===== src/rtl/sbsm_pkg.sv =====
// Package of shared types and constants for the sensor band statistics monitor.
`default_nettype none

package sbsm_pkg;

	// Batch size after which the sum and count stop growing (range 1 to 4096).
	localparam int MAX_SENSORS = 256;

	localparam int ID_W     = 8;
	localparam int PH_W     = 11;
	localparam int BAND_W   = 3;
	localparam int STAT_W   = 2;
	localparam int OUT_W    = 9;
	localparam int CNT_W    = $clog2(MAX_SENSORS + 1);
	localparam int SUM_W    = $clog2(((2 ** PH_W) - 1) * MAX_SENSORS + 1);
	localparam int DIV_W    = CNT_W + PH_W;
	localparam int STEP_W   = $clog2(PH_W);
	// Writes to an index past the last limit register are ignored.
	localparam int CFG_IDX_W = 8;

	localparam logic [OUT_W-1:0] OUTSIDE_MAX = '1;

	// Depth of the queue between the front and the back.
	localparam int QUEUE_DEPTH = 4;
	localparam int QPTR_W      = $clog2(QUEUE_DEPTH);
	localparam int QCNT_W      = $clog2(QUEUE_DEPTH + 1);

	// Limit register indexes.
	localparam logic [CFG_IDX_W-1:0] REG_LOW_CRIT  = CFG_IDX_W'(0);
	localparam logic [CFG_IDX_W-1:0] REG_LOW_WARN  = CFG_IDX_W'(1);
	localparam logic [CFG_IDX_W-1:0] REG_HIGH_WARN = CFG_IDX_W'(2);
	localparam logic [CFG_IDX_W-1:0] REG_HIGH_CRIT = CFG_IDX_W'(3);

	// Limit values after reset, in centi-pH (5.0, 6.0, 9.0 and 10.0 pH).
	localparam logic [PH_W-1:0] LOW_CRIT_RESET  = 11'd500;
	localparam logic [PH_W-1:0] LOW_WARN_RESET  = 11'd600;
	localparam logic [PH_W-1:0] HIGH_WARN_RESET = 11'd900;
	localparam logic [PH_W-1:0] HIGH_CRIT_RESET = 11'd1000;

	// Band codes.
	localparam logic [BAND_W-1:0] BAND_NORMAL    = 3'd0;
	localparam logic [BAND_W-1:0] BAND_LOW_WARN  = 3'd1;
	localparam logic [BAND_W-1:0] BAND_LOW_CRIT  = 3'd2;
	localparam logic [BAND_W-1:0] BAND_HIGH_WARN = 3'd3;
	localparam logic [BAND_W-1:0] BAND_HIGH_CRIT = 3'd4;

	// System status codes.
	localparam logic [STAT_W-1:0] STATUS_NORMAL   = 2'd0;
	localparam logic [STAT_W-1:0] STATUS_WARNING  = 2'd1;
	localparam logic [STAT_W-1:0] STATUS_CRITICAL = 2'd2;

	// Result kinds.
	localparam logic KIND_BAND    = 1'b0;
	localparam logic KIND_SUMMARY = 1'b1;

	typedef struct packed {
		logic [ID_W-1:0] sensor_id;
		logic [PH_W-1:0] ph_value;
		logic            batch_end;
	} item_t;

	typedef struct packed {
		logic              result_kind;
		logic [ID_W-1:0]   reading_id;
		logic [BAND_W-1:0] band;
		logic [PH_W-1:0]   average_ph;
		logic [ID_W-1:0]   lowest_id;
		logic [PH_W-1:0]   lowest_ph;
		logic [ID_W-1:0]   highest_id;
		logic [PH_W-1:0]   highest_ph;
		logic [OUT_W-1:0]  abnormal_count;
		logic [STAT_W-1:0] system_status;
		logic              last_result;
	} result_t;

	// One queue entry: the band of a reading, and on a batch end the batch totals.
	typedef struct packed {
		logic [ID_W-1:0]   sensor_id;
		logic [BAND_W-1:0] band;
		logic              batch_end;
		logic [SUM_W-1:0]  sum;
		logic [CNT_W-1:0]  count;
		logic [ID_W-1:0]   min_id;
		logic [PH_W-1:0]   min_ph;
		logic [ID_W-1:0]   max_id;
		logic [PH_W-1:0]   max_ph;
		logic [OUT_W-1:0]  outside;
		logic [STAT_W-1:0] status;
	} entry_t;

	typedef struct packed {
		logic             start;
		logic [SUM_W-1:0] dividend;
		logic [CNT_W-1:0] divisor;
	} div_req_t;

	typedef struct packed {
		logic            busy;
		logic            done;
		logic [PH_W-1:0] quotient;
	} div_rsp_t;

endpackage

`default_nettype wire


===== src/rtl/sbsm_fifo.sv =====
// Short register queue that decouples the classifying front from the result back.
`default_nettype none

module sbsm_fifo (
	input  wire logic            clk,
	input  wire logic            arst_n,
	input  wire logic            wr_en,
	input  sbsm_pkg::entry_t     wr_data,
	output logic                 full,
	input  wire logic            rd_en,
	output sbsm_pkg::entry_t     rd_data,
	output logic                 empty
);
	import sbsm_pkg::*;

	entry_t            mem_q [QUEUE_DEPTH];
	logic [QPTR_W-1:0] wr_ptr_q;
	logic [QPTR_W-1:0] rd_ptr_q;
	logic [QCNT_W-1:0] count_q;

	function automatic logic [QPTR_W-1:0] ptr_next(input logic [QPTR_W-1:0] p);
		return (p == QPTR_W'(QUEUE_DEPTH - 1)) ? '0 : p + 1'b1;
	endfunction

	assign full    = (count_q == QCNT_W'(QUEUE_DEPTH));
	assign empty   = (count_q == '0);
	assign rd_data = mem_q[rd_ptr_q];

	always_ff @(posedge clk) begin
		if (wr_en) begin
			mem_q[wr_ptr_q] <= wr_data;
		end
	end

	always_ff @(posedge clk or negedge arst_n) begin
		if (!arst_n) begin
			wr_ptr_q <= '0;
			rd_ptr_q <= '0;
			count_q  <= '0;
		end else begin
			if (wr_en) begin
				wr_ptr_q <= ptr_next(wr_ptr_q);
			end
			if (rd_en) begin
				rd_ptr_q <= ptr_next(rd_ptr_q);
			end
			if (wr_en && !rd_en) begin
				count_q <= count_q + 1'b1;
			end else if (rd_en && !wr_en) begin
				count_q <= count_q - 1'b1;
			end
		end
	end

endmodule

`default_nettype wire


===== src/rtl/sbsm_front.sv =====
// Front part: limit registers, band classification and running batch statistics.
`default_nettype none

module sbsm_front (
	input  wire logic                             clk,
	input  wire logic                             arst_n,
	input  wire logic                             cfg_valid,
	input  wire logic [sbsm_pkg::CFG_IDX_W-1:0]   cfg_index,
	input  wire logic [sbsm_pkg::PH_W-1:0]        cfg_data,
	input  wire logic                             accept,
	input  sbsm_pkg::item_t                       item,
	output sbsm_pkg::entry_t                      entry
);
	import sbsm_pkg::*;

	logic [PH_W-1:0]  low_crit_q, low_warn_q, high_warn_q, high_crit_q;
	logic [SUM_W-1:0] sum_q, sum_n;
	logic [CNT_W-1:0] count_q, count_n;
	logic [ID_W-1:0]  min_id_q, min_id_n, max_id_q, max_id_n;
	logic [PH_W-1:0]  min_ph_q, min_ph_n, max_ph_q, max_ph_n;
	logic [OUT_W-1:0] outside_q, outside_n;
	logic             first, abnormal;
	logic [BAND_W-1:0] band;
	logic [STAT_W-1:0] status;

	always_comb begin
		first    = (count_q == '0);
		abnormal = (item.ph_value < low_warn_q) || (item.ph_value > high_warn_q);

		if (item.ph_value < low_crit_q) begin
			band = BAND_LOW_CRIT;
		end else if (item.ph_value < low_warn_q) begin
			band = BAND_LOW_WARN;
		end else if (item.ph_value > high_crit_q) begin
			band = BAND_HIGH_CRIT;
		end else if (item.ph_value > high_warn_q) begin
			band = BAND_HIGH_WARN;
		end else begin
			band = BAND_NORMAL;
		end

		min_ph_n = min_ph_q;
		min_id_n = min_id_q;
		max_ph_n = max_ph_q;
		max_id_n = max_id_q;
		if (first || (item.ph_value < min_ph_q)) begin
			min_ph_n = item.ph_value;
			min_id_n = item.sensor_id;
		end
		if (first || (item.ph_value > max_ph_q)) begin
			max_ph_n = item.ph_value;
			max_id_n = item.sensor_id;
		end

		// Once the batch holds the maximum number of readings the sum and count stop growing.
		if (count_q != CNT_W'(MAX_SENSORS)) begin
			sum_n   = sum_q + SUM_W'(item.ph_value);
			count_n = count_q + 1'b1;
		end else begin
			sum_n   = sum_q;
			count_n = count_q;
		end

		outside_n = outside_q;
		if (abnormal && (outside_q != OUTSIDE_MAX)) begin
			outside_n = outside_q + 1'b1;
		end

		if ((min_ph_n < low_crit_q) || (max_ph_n > high_crit_q)) begin
			status = STATUS_CRITICAL;
		end else if (outside_n != '0) begin
			status = STATUS_WARNING;
		end else begin
			status = STATUS_NORMAL;
		end

		entry.sensor_id = item.sensor_id;
		entry.band      = band;
		entry.batch_end = item.batch_end;
		entry.sum       = sum_n;
		entry.count     = count_n;
		entry.min_id    = min_id_n;
		entry.min_ph    = min_ph_n;
		entry.max_id    = max_id_n;
		entry.max_ph    = max_ph_n;
		entry.outside   = outside_n;
		entry.status    = status;
	end

	always_ff @(posedge clk or negedge arst_n) begin
		if (!arst_n) begin
			low_crit_q  <= LOW_CRIT_RESET;
			low_warn_q  <= LOW_WARN_RESET;
			high_warn_q <= HIGH_WARN_RESET;
			high_crit_q <= HIGH_CRIT_RESET;
		end else if (cfg_valid) begin
			case (cfg_index)
				REG_LOW_CRIT:  low_crit_q  <= cfg_data;
				REG_LOW_WARN:  low_warn_q  <= cfg_data;
				REG_HIGH_WARN: high_warn_q <= cfg_data;
				REG_HIGH_CRIT: high_crit_q <= cfg_data;
				default: ;
			endcase
		end
	end

	always_ff @(posedge clk or negedge arst_n) begin
		if (!arst_n) begin
			sum_q     <= '0;
			count_q   <= '0;
			min_id_q  <= '0;
			min_ph_q  <= '0;
			max_id_q  <= '0;
			max_ph_q  <= '0;
			outside_q <= '0;
		end else if (accept) begin
			if (item.batch_end) begin
				sum_q     <= '0;
				count_q   <= '0;
				min_id_q  <= '0;
				min_ph_q  <= '0;
				max_id_q  <= '0;
				max_ph_q  <= '0;
				outside_q <= '0;
			end else begin
				sum_q     <= sum_n;
				count_q   <= count_n;
				min_id_q  <= min_id_n;
				min_ph_q  <= min_ph_n;
				max_id_q  <= max_id_n;
				max_ph_q  <= max_ph_n;
				outside_q <= outside_n;
			end
		end
	end

endmodule

`default_nettype wire


===== src/rtl/sbsm_div.sv =====
// Restoring divider that yields the batch average one quotient bit per cycle.
`default_nettype none

module sbsm_div (
	input  wire logic       clk,
	input  wire logic       arst_n,
	input  sbsm_pkg::div_req_t req,
	output sbsm_pkg::div_rsp_t rsp
);
	import sbsm_pkg::*;

	logic [DIV_W-1:0]  rem_q;
	logic [DIV_W-1:0]  dsh_q;
	logic [PH_W-1:0]   quo_q;
	logic [STEP_W-1:0] step_q;
	logic              busy_q;
	logic              done_q;
	logic              fits;

	// The quotient never exceeds the largest reading, so its top bit starts the search.
	assign fits = (rem_q >= dsh_q);

	assign rsp.busy     = busy_q;
	assign rsp.done     = done_q;
	assign rsp.quotient = quo_q;

	always_ff @(posedge clk) begin
		if (req.start) begin
			rem_q <= DIV_W'(req.dividend);
			dsh_q <= DIV_W'(req.divisor) << (PH_W - 1);
			quo_q <= '0;
		end else if (busy_q) begin
			if (fits) begin
				rem_q <= rem_q - dsh_q;
			end
			dsh_q <= dsh_q >> 1;
			quo_q <= {quo_q[PH_W-2:0], fits};
		end
	end

	always_ff @(posedge clk or negedge arst_n) begin
		if (!arst_n) begin
			step_q <= '0;
			busy_q <= 1'b0;
			done_q <= 1'b0;
		end else begin
			done_q <= 1'b0;
			if (req.start) begin
				step_q <= STEP_W'(PH_W - 1);
				busy_q <= 1'b1;
			end else if (busy_q) begin
				step_q <= step_q - 1'b1;
				if (step_q == '0) begin
					busy_q <= 1'b0;
					done_q <= 1'b1;
				end
			end
		end
	end

endmodule

`default_nettype wire


===== src/rtl/sbsm_back.sv =====
// Back part: drains the queue into the result register and builds batch summaries.
`default_nettype none

module sbsm_back (
	input  wire logic          clk,
	input  wire logic          arst_n,
	input  sbsm_pkg::entry_t   q_data,
	input  wire logic          q_empty,
	output logic               q_rd,
	output sbsm_pkg::div_req_t div_req,
	input  sbsm_pkg::div_rsp_t div_rsp,
	output sbsm_pkg::result_t  result,
	output logic               empty,
	input  wire logic          pop
);
	import sbsm_pkg::*;

	typedef enum logic [2:0] {
		ST_RUN  = 3'b001,
		ST_DIV  = 3'b010,
		ST_SUMM = 3'b100
	} state_t;

	state_t  state_q;
	entry_t  summ_q;
	result_t result_q;
	logic    out_valid_q;
	logic    slot_free;
	logic    load_band, load_summ;
	result_t band_res, summ_res;

	assign slot_free = !out_valid_q || pop;
	assign q_rd      = (state_q == ST_RUN) && !q_empty && slot_free;
	assign load_band = q_rd;
	assign load_summ = slot_free &&
		((state_q == ST_SUMM) || ((state_q == ST_DIV) && div_rsp.done));

	assign div_req.start    = q_rd && q_data.batch_end;
	assign div_req.dividend = q_data.sum;
	assign div_req.divisor  = q_data.count;

	always_comb begin
		band_res             = '0;
		band_res.result_kind = KIND_BAND;
		band_res.reading_id  = q_data.sensor_id;
		band_res.band        = q_data.band;
		band_res.last_result = !q_data.batch_end;

		summ_res                = '0;
		summ_res.result_kind    = KIND_SUMMARY;
		summ_res.average_ph     = div_rsp.quotient;
		summ_res.lowest_id      = summ_q.min_id;
		summ_res.lowest_ph      = summ_q.min_ph;
		summ_res.highest_id     = summ_q.max_id;
		summ_res.highest_ph     = summ_q.max_ph;
		summ_res.abnormal_count = summ_q.outside;
		summ_res.system_status  = summ_q.status;
		summ_res.last_result    = 1'b1;
	end

	assign result = result_q;
	assign empty  = !out_valid_q;

	always_ff @(posedge clk) begin
		if (div_req.start) begin
			summ_q <= q_data;
		end
		if (load_band) begin
			result_q <= band_res;
		end else if (load_summ) begin
			result_q <= summ_res;
		end
	end

	always_ff @(posedge clk or negedge arst_n) begin
		if (!arst_n) begin
			state_q     <= ST_RUN;
			out_valid_q <= 1'b0;
		end else begin
			if (load_band || load_summ) begin
				out_valid_q <= 1'b1;
			end else if (pop) begin
				out_valid_q <= 1'b0;
			end
			case (state_q)
				ST_RUN: begin
					if (div_req.start) begin
						state_q <= ST_DIV;
					end
				end
				ST_DIV: begin
					if (div_rsp.done) begin
						state_q <= load_summ ? ST_RUN : ST_SUMM;
					end
				end
				ST_SUMM: begin
					if (load_summ) begin
						state_q <= ST_RUN;
					end
				end
				default: begin
					state_q <= ST_RUN;
				end
			endcase
		end
	end

endmodule

`default_nettype wire


===== src/rtl/sensor_band_statistics_monitor.sv =====
// Top level of the sensor band statistics monitor: front, queue, back and divider.
// A band result passes through the queue and then the result register to the result ports.
// Readings: one per cycle while the queue is not full; a batch end adds a summary after the
// division, which follows that reading's band result, and meanwhile the queue takes
// readings only until its four entries are full.
// The division unit works one quotient bit per cycle and is the pacing element for summaries.
// Reset: asynchronous, active low; limits return to 500/600/900/1000 centi-pH, statistics clear.
`default_nettype none

module sensor_band_statistics_monitor (
	input  wire logic                           clk,
	input  wire logic                           arst_n,
	input  wire logic                           push,
	output logic                                full,
	input  sbsm_pkg::item_t                     item,
	output logic                                empty,
	input  wire logic                           pop,
	output sbsm_pkg::result_t                   result,
	input  wire logic                           cfg_valid,
	output logic                                cfg_ready,
	input  wire logic [sbsm_pkg::CFG_IDX_W-1:0] cfg_index,
	input  wire logic [sbsm_pkg::PH_W-1:0]      cfg_data
);
	import sbsm_pkg::*;

	entry_t   fe_entry;
	entry_t   q_data;
	logic     q_empty;
	logic     q_rd;
	logic     accept;
	div_req_t div_req;
	div_rsp_t div_rsp;

	// Limit writes are always taken; users must issue them only while the block is idle.
	assign cfg_ready = 1'b1;

	// A reading is a transaction whenever the queue between front and back has room.
	assign accept = push && !full;

	// The front classifies the reading and folds it into the running statistics in the
	// cycle it arrives, and on a batch end it also hands over the finished batch totals.
	sbsm_front u_front (
		.clk       (clk),
		.arst_n    (arst_n),
		.cfg_valid (cfg_valid),
		.cfg_index (cfg_index),
		.cfg_data  (cfg_data),
		.accept    (accept),
		.item      (item),
		.entry     (fe_entry)
	);

	// The queue lets the front run on while the back waits for a pop or a division.
	sbsm_fifo u_fifo (
		.clk     (clk),
		.arst_n  (arst_n),
		.wr_en   (accept),
		.wr_data (fe_entry),
		.full    (full),
		.rd_en   (q_rd),
		.rd_data (q_data),
		.empty   (q_empty)
	);

	// The back emits each band result and, after a batch end, the summary transaction.
	sbsm_back u_back (
		.clk     (clk),
		.arst_n  (arst_n),
		.q_data  (q_data),
		.q_empty (q_empty),
		.q_rd    (q_rd),
		.div_req (div_req),
		.div_rsp (div_rsp),
		.result  (result),
		.empty   (empty),
		.pop     (pop)
	);

	// The divider forms the truncated average of the batch.
	sbsm_div u_div (
		.clk    (clk),
		.arst_n (arst_n),
		.req    (div_req),
		.rsp    (div_rsp)
	);

endmodule

`default_nettype wire


===== config.mk =====
export PLATFORM = sky130hd
export DESIGN_NAME = sensor_band_statistics_monitor
export DESIGN_NICKNAME = d
export VERILOG_FILES = /design/src/rtl/sbsm_pkg.sv /design/src/rtl/sbsm_fifo.sv /design/src/rtl/sbsm_front.sv /design/src/rtl/sbsm_div.sv /design/src/rtl/sbsm_back.sv /design/src/rtl/sensor_band_statistics_monitor.sv
export SDC_FILE = /design/constraint.sdc
export NUM_CORES = 1
export LEC_CHECK = 0
export ABC_CLOCK_PERIOD_IN_PS = 6400
export BUFFER_PORTS_ARGS = -buffer_cell sky130_fd_sc_hd__buf_2
export CAP_MARGIN = 20
export CORE_ASPECT_RATIO = 0.9
export CORE_MARGIN = 4
export CORE_UTILIZATION = 30
export DETAILED_ROUTE_END_ITERATION = 8
export MAX_ROUTING_LAYER = met4
export PLACE_DENSITY = 0.51
export SYNTH_ARGS = -nofsm -noshare
export SYNTH_HDL_FRONTEND = slang
export SYNTH_SLANG_ARGS = --single-unit

===== constraint.sdc =====
create_clock -name clk -period 6.4 [get_ports clk]
set_input_delay 0.32 -clock clk [delete_from_list [all_inputs] [get_ports clk]]
set_output_delay 0.32 -clock clk [all_outputs]
set_load 0.005 [all_outputs]

# ---- Word-level counts from Yosys, hierarchy flattened
# Memory sizes are Yosys's and may differ from the RTL's.
# Cells that the tools add are included.
dict set report word_totals {
  regBits 308
  latch_bits 0
  ram_bits 356
  mem_bits_ro 0
  inputBits 44
  out_inout_bits 76
  word_cells 161
  memories 1
}
# name words width rd rd_clocked_by_memory_dff wr line
set memory_table {}
lappend memory_table {u_fifo.mem_q 4 89 1 0 1 sbsm_fifo.sv:16} ;# entry_t mem_q [QUEUE_DEPTH];
dict set report classes {
  add_sub_neg 9
  mul 0
  n_div 0
  magnitude_cmp 9
  n_eq_ne 14
  shifts 0
  muxes 48
  bitwise 0
  reduce_logical 39
}
# op count
set ops {}
lappend ops {{$mux 72} 2}
lappend ops {{$mux 19} 7}
lappend ops {{$gt 11x11->1} 4}
lappend ops {{$lt 11x11->1} 4}
lappend ops {{$mux 11} 4}
lappend ops {{$mux 9} 4}
lappend ops {{$mux 8} 4}
lappend ops {{$mux 3} 9}
lappend ops {{$ge 20x19->1} 1}
lappend ops {{$sub 20x19->20} 1}
lappend ops {{$add 19x11->19} 1}
lappend ops {{$add 9x1->9 const B} 2}
lappend ops {{$ne 9x9->1 const B} 2}
lappend ops {{$eq 8x2->1 const B} 2}
lappend ops {{$reduce_and 2->1} 6}
lappend ops {{$mux 1} 11}
lappend ops {{$reduce_bool 2->1} 5}
lappend ops {{$logic_and 1x1->1} 9}
lappend ops {{$logic_not 9->1} 1}
lappend ops {{$pmux 3 s3} 1}
lappend ops {{$reduce_bool 9->1} 1}
lappend ops {{$eq 8x1->1 const B} 1}
lappend ops {{$logic_not 8->1} 1}
lappend ops {{$mux 2} 4}
lappend ops {{other kinds (16)} 32}

# ---- Logic depth before layout (Yosys ltp)
# Gate-level depths: netlist (run 1).
dict set report depth {
  ltp_word 7
  ltp_mapped 20
  mapped_depth_nobuf 19
}

# ---- Cells and area by module
# Synthesis (run 1) repeated with hierarchy kept, for this count alone.
dict set report hier_totals {
  cells_unflattened 2088
  hier_area_um2 29681.0
}
# module instances cells_each area_each_um2 seq_area_each_um2
set by_module_without_submodules {}
lappend by_module_without_submodules {sbsm_fifo 1 502 13347.8 10865.4}
lappend by_module_without_submodules {sbsm_front 1 845 8209.1 3002.9}
lappend by_module_without_submodules {sbsm_back 1 389 4832.1 3154.3}
lappend by_module_without_submodules {sbsm_div 1 349 3266.9 1431.4}
lappend by_module_without_submodules {sensor_band_statistics_monitor 1 3 25.0 0.0}

# ---- Least setup slack after synthesis (run 1)
# Ideal clock, no wire load.
dict set report synth_timing {
  kind {reg2reg}
  startpoint {register u_fifo.count_q[2]}
  endpoint {memory u_fifo.mem_q[0][0] (netlist name), enable pin}
  setup_time_ns 0.457
  arrival_time_ns 3.493
  required_time_ns 5.943
  setup_slack_ns 2.450
  path_stages_with_launch 8
  path_buffers 3
  synth_period_minus_slack_ns 3.950
  path_cell_list {dfrtp_1 nor3b_1 nand2b_1 clkbuf_1 inv_1 clkbuf_1 clkbuf_1 and2_1}
}
dict set report synth_between {
  elab_chain_cells 5
}
# element line
set synth_lines {}
lappend synth_lines {{from (decl)} sbsm_fifo.sv:19} ;# logic [QCNT_W-1:0] count_q;
lappend synth_lines {{from (signal assigned)} sbsm_fifo.sv:48} ;# count_q <= count_q + 1'b1;
lappend synth_lines {{from (signal assigned)} sbsm_fifo.sv:50} ;# count_q <= count_q - 1'b1;
lappend synth_lines {{$eq 3x3->1} sbsm_fifo.sv:25} ;# assign full = (count_q == QCNT_W'(QUEUE_DEPTH));
lappend synth_lines {{via full} sensor_band_statistics_monitor.sv:14} ;# output logic full,
lappend synth_lines {{$logic_not 1->1} sensor_band_statistics_monitor.sv:38} ;# assign accept = push && !full;
lappend synth_lines {{$logic_and 1x1->1} sensor_band_statistics_monitor.sv:38}
lappend synth_lines {{$mux 1} sbsm_fifo.sv:30} ;# if (wr_en) begin
lappend synth_lines {{$mux 1 (not written as such)} sbsm_fifo.sv:31} ;# mem_q[wr_ptr_q] <= wr_data;
lappend synth_lines {{to (decl)} sbsm_fifo.sv:16}
# The timed path passes the listed nets, and every way through them passes these cells.

==> flow_summary.toml, run 1 <==
[routing]
drt-initial-drc-count = 1192
wl_per_cell_um = 19.1
vias_per_cell = 4.90
ant_nets = 0
drc = 0
vias = 17600
drtPass1Iterations = 5
wl_um = 68400

[pwr]
p_clk_share_pct = 25.9
p_total_w = 0.0160
combPwrFrac_pct = 31.3
seqPwrFrac_pct = 42.9
p_int_w = 0.0107
p_leak_nw = 12.6
ir_worst_vdd_mv = 0.292
power_density_mw_per_mm2 = 477
p_sw_w = 0.00529
swShare_pct = 33.1

[yosys]
synth_top_area_cell = "edfxtp_1"
synth-main-ff-cell = "edfxtp_1"
avgSynthCellArea_um2 = 13.6
synth-seq-area-share_pct = 63.8
synth_top_area_share_pct = 46.2
yosysMostFrequentCell = "edfxtp_1"
synth-edff-count = 445
synth_common_cells = "edfxtp_1 (445), nand2_1 (283), o21ai_0 (132)"
synth_cells = 2135
synth_fp_nets = 2307
ys_async_sr_fraction_pct = 20.5
synthTopCellsByArea = "edfxtp_1 (46%), dfrtp_1 (9.9%), mux4_2 (6.9%)"
synth-seq-cells = 664
synth_warnings = 0
yosysUniqueCellTypes = 79
synth_area_mm2 = 0.0289

[critical_path]
endpoint = "u_fifo.mem_q[0][0]"
crit_arrival_ps = 4890
r2r-start = "u_front.count_q[0]"
cp.depth = 17
crit_required_ps = 6700
crit_buf_inv = 2
slowest_stage = "or4b_4"
cp_top_family = "compound AO/OA/AOI/OAI gates"
crit_start = "u_front.count_q[0]"
path_class = "reg -> reg"
r2r_setup_slack_ps = 1810
slowest_delay_ps = 460
r2r-end = "u_fifo.mem_q[0][0]"
setup.worst_path.start_class = "flip-flop"
end_kind = "flip-flop"
ff2ff_path_depth = 17
worst_path_most_repeated_cell = "a21oi_1"
cp_max_fo = 15
cp_cell_sequence = "inv_1, ha_1, or4b_4, or3_4, o211ai_1, buf_4, nand2_1, o21ai_0, ha_1, a21o_1, a21o_1, a21oi_1, o21ai_0, a31oi_1, a21oi_1, a21oi_1, a41oi_1"

[sta]
finalHoldViolCount = 0
period_share_pct = 71.7
setup_viol_count_final = 0
fmax_ghz = 0.218
grt_setup_unrepaired = "no"
clock_skew_ps = 26.8
worst_slew_pin_slew_ps = 1210
fin_tns_setup_ps = 0
fin_crit_ps = 4590
slew_headroom_pct = 18.4
maxSlewViolCount = 0
postLayoutSetupSlackWorst_ps = 1810

[die]
die_area_mm2 = 0.102
start_util_pct = 30.4
pin_count = 120
rows = 107
fp.coreArea_mm2 = 0.0952
fp.dieW_um = 335
die_h_um = 303

[global_routing]
grt_usage_pct = 13.8
grt_use_met1_pct = 19.4
use_met3_pct = 2.71
grt_most_used_layer = "met2"
first_global_vias = 17700
overflow = 0
antenna_found_initial = 1
grt_max_degree = 96
met2_usage_pct = 20.8
grt_pass1_wl_um = 105000

[clocking]
cts_buffer_depth = 3
post-cts-setup-buffers = 0
numCtsBuffers = 70
cts_htree_levels = 3
cts_resized = 0
cts.sinks = 664
clk_pin_slew_ps = 60
hold_buffers = 19
cts_tree = "done"
root_buffer = "clkbuf_16"
worst_skew_pair.late_latency_ps = 620

[layout]
fillCellCount = 9114
synthToLayoutAreaGrowth_pct = 15.9
drive_gt1_share_pct = 18.7
final_cells = 3584
final_nets = 2446

[placement]
dpl.hpwl_um = 43500
io_buffer_count = 118
dp_cells = 3433
place.gp.congestion = 0.851
dpl_worst_slack_ps = 1610

[min_path]
hold_class = "in -> reg"

[run_status]
status = "complete, no violations"

[run]
drv_cap = 0
==> metal layers <==
metal | wire (µm) | part of all wire, % | vias to the layer above
li1 | - | - | 8178
met4 | 1160 | 1.7 | 0
met3 | 3530 | 5.2 | 92
met2 | 30800 | 45 | 416
met5 | 0 | 0 | -
met1 | 32900 | 48 | 8885
==> registers in the layout, indices dropped and copies added, names as in the netlist, 9 cells and up <==
signal and count:
u_back.result 73, u_back.summ_q 49, u_div.dsh_q 19, u_div.quo_q 11, u_div.rem_q 20, u_fifo.mem_q 356, u_front.count_q 9, u_front.high_crit_q 11
u_front.high_warn_q 11, u_front.low_crit_q 11, u_front.low_warn_q 11, u_front.max_ph_q 11, u_front.min_ph_q 11, u_front.outside_q 9, u_front.sum_q 19
==> power groups by stage <==
stage | clock (W) | sequential, W | combinational [W]
after floorplan | 0 | 0.00671 | 0.00372
after global placement | 0 | 0.00692 | 0.00491
after detailed placement | 0 | 0.00696 | 0.00505
after CTS | 0.00427 | 0.00688 | 0.00508
after global routing | 0.00446 | 0.00699 | 0.00559
final | 0.00414 | 0.00686 | 0.00500
==> how the worst min path moves through the flow <==
stage	slack, ps	end	cells past startpoint	from
global placement	440	u_back.result[46]	2	u_back.result[46]
global route	40	u_front.low_crit_q[0]	2	cfg_data[0]
CTS	30	u_front.low_crit_q[0]	2	cfg_data[0]
floorplan	20	u_back.out_valid_q	0	arst_n
detailed placement	440	u_back.result[38]	2	u_back.result[38]
finish	70	u_front.low_crit_q[0]	2	cfg_data[0]
==> area by class of cell <==
class / count / area (µm²) / share of cell area [%]
antenna: 1 / 2.50 / 0.00746
clock buffer: 96 / 1990 / 5.94
clock inverter: 32 / 363 / 1.08
inverter: 124 / 465 / 1.39
multi-input combinational: 1249 / 9670 / 28.8
sequential: 664 / 18500 / 55.0
tap: 1253 / 1570 / 4.67
timing repair buffer: 165 / 1030 / 3.07
==> layout by cell type, fill, tap and decap left out, types with 17 or more instances in the layout <==
cell type / n
o31ai_1: 17
nand3_1: 17
a21o_1: 28
and2_1: 17
nand4_1: 18
edfxtp_1: 445
nor3_1: 22
mux4_2: 89
nor2_1: 81
dfxtp_1: 83
mux2i_1: 25
o21ai_0: 132
dfrtp_1: 113
mux2_2: 38
buf_4: 24
nand2_1: 283
xnor2_1: 28
dlygate4sd3_1: 19
buf_2: 117
clkbuf_16: 72
a22o_1: 34
inv_1: 124
ha_1: 125
dfstp_2: 21
xor2_1: 21
a21oi_1: 106
==> kinds of logic after synthesis <==
logic type / synth area share, %
and+or+nand+nor: 7.90
adders and majority gates: 5.61
DFF: 63.8
xor gates and xnor gates: 1.48
AOI/OAI and AO/OA: 9.01
other: 0.0130
buffers and inverters: 2.95
muxes: 9.27
==> metrics by stage <==
stage	cell area, µm²	hold WS [ps]	util, %
floorplan	28900	24.4	-
detailed placement	31000	444	32.5
global route	33500	39.3	35.2
global placement	31000	442	32.5
finish	33500	71.9	35.2
CTS	33500	33.5	35.2
No activity file was read; power rests on OpenSTA's default activity.
==> inputs of run 2 (changes only) <==
--- a/config.mk
+++ b/config.mk
@@ -5,7 +5,7 @@
 export SDC_FILE = /design/constraint.sdc
 export NUM_CORES = 1
 export LEC_CHECK = 0
-export ABC_CLOCK_PERIOD_IN_PS = 6400
+export ABC_CLOCK_PERIOD_IN_PS = 4320
 export BUFFER_PORTS_ARGS = -buffer_cell sky130_fd_sc_hd__buf_2
 export CAP_MARGIN = 20
 export CORE_ASPECT_RATIO = 0.9
==> constraint.sdc (replaced) <==
create_clock -name clk -period 4.32 [get_ports clk]
set_input_delay 0.216 -clock clk [delete_from_list [all_inputs] [get_ports clk]]
set_output_delay 0.216 -clock clk [all_outputs]
set_load 0.005 [all_outputs]
==> flow_summary.toml, run 2 (synthesis gave the netlist of run 1 again) <==
[sta]
worst_slew_pin_slew_ps = 893
period_share_pct = 95.4
finalHoldViolCount = 0
fin_tns_setup_ps = 0
clock_skew_ps = 27.9
setup_viol_count_final = 0
fmax_ghz = 0.243
fin_crit_ps = 4120
finalHoldWorstSlack_ps = 75.9
slew_headroom_pct = 40.5
maxSlewViolCount = 0
grt_setup_unrepaired = "no"

[placement]
io_buffer_count = 118
place.gp.congestion = 0.863
dp_cells = 3462
dpl.hpwl_um = 46100

[layout]
final_nets = 2482
multi_input_area_mm2 = 0.00968
drive_gt1_share_pct = 19.7
final_cells = 3625
synthToLayoutAreaGrowth_pct = 17.2
largest_register_ffs = 356
mostFrequentLayoutCell = "edfxtp_1"
top_register = "u_fifo.mem_q"
register_area_mm2 = 0.0185
fillCellCount = 9172
final_cell_mix = "edfxtp_1 (445), nand2_1 (282), o21ai_0 (132)"

[global_routing]
grt_max_degree = 137
overflow = 0
first_global_vias = 17900
grt_usage_pct = 14.1
antenna_found_initial = 4
grt_pass1_wl_um = 108000

[critical_path]
crit_buf_inv = 2
r2r-start = "u_front.max_ph_q[6]"
worst_path_most_repeated_cell = "a21o_1"
crit_required_ps = 4750
cp_top_family = "compound AO/OA/AOI/OAI gates"
path_class = "reg -> reg"
r2r_setup_slack_ps = 200
end_kind = "flip-flop"
cp_max_fo = 7
slowest_stage = "mux2_2"
crit_arrival_ps = 4550
setup.worst_path.start_class = "flip-flop"
cp_cell_sequence = "inv_1, ha_1, a21o_1, a21o_1, a211o_1, o211ai_1, nand4_1, nand2_2, buf_4, mux2_2, ha_1, a21o_1, a21oi_1, o211ai_1, a211oi_1, a21oi_2, a41oi_2"
slowest_delay_ps = 380
ff2ff_path_depth = 17
r2r-end = "u_fifo.mem_q[0][0]"

[pwr]
combPwrFrac_pct = 32.2
p_leak_nw = 12.8
p_int_w = 0.0160
seqPwrFrac_pct = 42.0
p_total_w = 0.0240
swShare_pct = 33.3
p_sw_w = 0.00800
ir_worst_vdd_mv = 0.363
power_density_mw_per_mm2 = 708
p_clk_share_pct = 25.8

[clocking]
cts_tree = "done"
numCtsBuffers = 73
clk_pin_slew_ps = 60
cts_buffer_depth = 3
cts_htree_levels = 3
cts.sinks = 664
root_buffer = "clkbuf_16"
worst_skew_pair.late_latency_ps = 620

[routing]
drtPass1Iterations = 5
drc = 0
drt-initial-drc-count = 1046
ant_nets = 0
wl_um = 70000
wl_per_cell_um = 19.3
vias_per_cell = 4.88
vias = 17700

[die]
fp.coreArea_mm2 = 0.0952
fp.dieW_um = 335
rows = 107
pin_count = 120
die_area_mm2 = 0.102
start_util_pct = 30.4
die_h_um = 303

[min_path]
min_to = "u_front.min_ph_q[0]"
hold_class = "in -> reg"
min_from = "item[1]"
hold_depth = 3

[run]
drv_cap = 0

[run_status]
status = "complete, no violations"
-- run 2: worst min-delay path, stage by stage --
cell and delay, ps:
buf_2 120, buf_4 160, a32o_1 160
-- run 2: layout make-up --
| class | instances | share of cell area, % |
|---|---|---|
| antenna | 1 | 0.00737 |
| clock buffer | 100 | 6.09 |
| clock inverter | 36 | 1.01 |
| inverter | 124 | 1.37 |
| multi-input combinational | 1249 | 28.5 |
| sequential | 664 | 54.4 |
| tap | 1253 | 4.62 |
| timing repair buffer | 198 | 3.97 |
-- run 2: worst max-delay path by stage --
stage	start	endpoint	slack (ps)	cells past startpoint
CTS	u_front.max_ph_q[6]	u_fifo.mem_q[0][0]	20	17
detailed placement	u_front.max_ph_q[6]	u_fifo.mem_q[3][0]	70	17
finish	u_front.max_ph_q[6]	u_fifo.mem_q[0][0]	200	17
global placement	u_front.max_ph_q[6]	u_fifo.mem_q[0][0]	150	17
global route	u_front.max_ph_q[6]	u_fifo.mem_q[0][0]	20	17
floorplan	u_fifo.count_q[2]	u_fifo.mem_q[0][0]	370	7
-- run 2: power groups by stage --
stage	logic, W	clock network, W	registers [W]
finish	0.00773	0.00620	0.0101
global route	0.00859	0.00666	0.0103
detailed placement	0.00777	0	0.0102
global placement	0.00758	0	0.0102
floorplan	0.00551	0	0.00994
CTS	0.00781	0.00640	0.0101
-- run 2: timing repair --
| action | in CTS | in global routing |
|---|---|---|
| endpoints found under the setup margin | 0 | 4 |
| resized for setup | 0 | 4 |
| buffers inserted | 0 | 2 |
| hold buffers | 24 | 0 |
| endpoints found under the hold margin | 196 | 0 |
-- run 2: through the flow --
stage	area (µm²)	utilization (%)	worst slack, ps
after floorplan	28900	-	370
after global placement	31300	32.8	151
after detailed placement	31300	32.8	73.7
after CTS	33900	35.6	23.8
after global routing	33900	35.6	20.0
final	33900	35.6	200
-- run 2: per-layer routing --
| metal | GRT usage (%) | vias to the layer above | share of wire (%) |
|---|---|---|---|
| met4 | 3.30 | 0 | 2.0 |
| li1 | - | 8278 | - |
| met3 | 2.84 | 109 | 5.3 |
| met1 | 19.7 | 8866 | 48 |
| met5 | - | - | 0 |
| met2 | 21.4 | 439 | 45 |
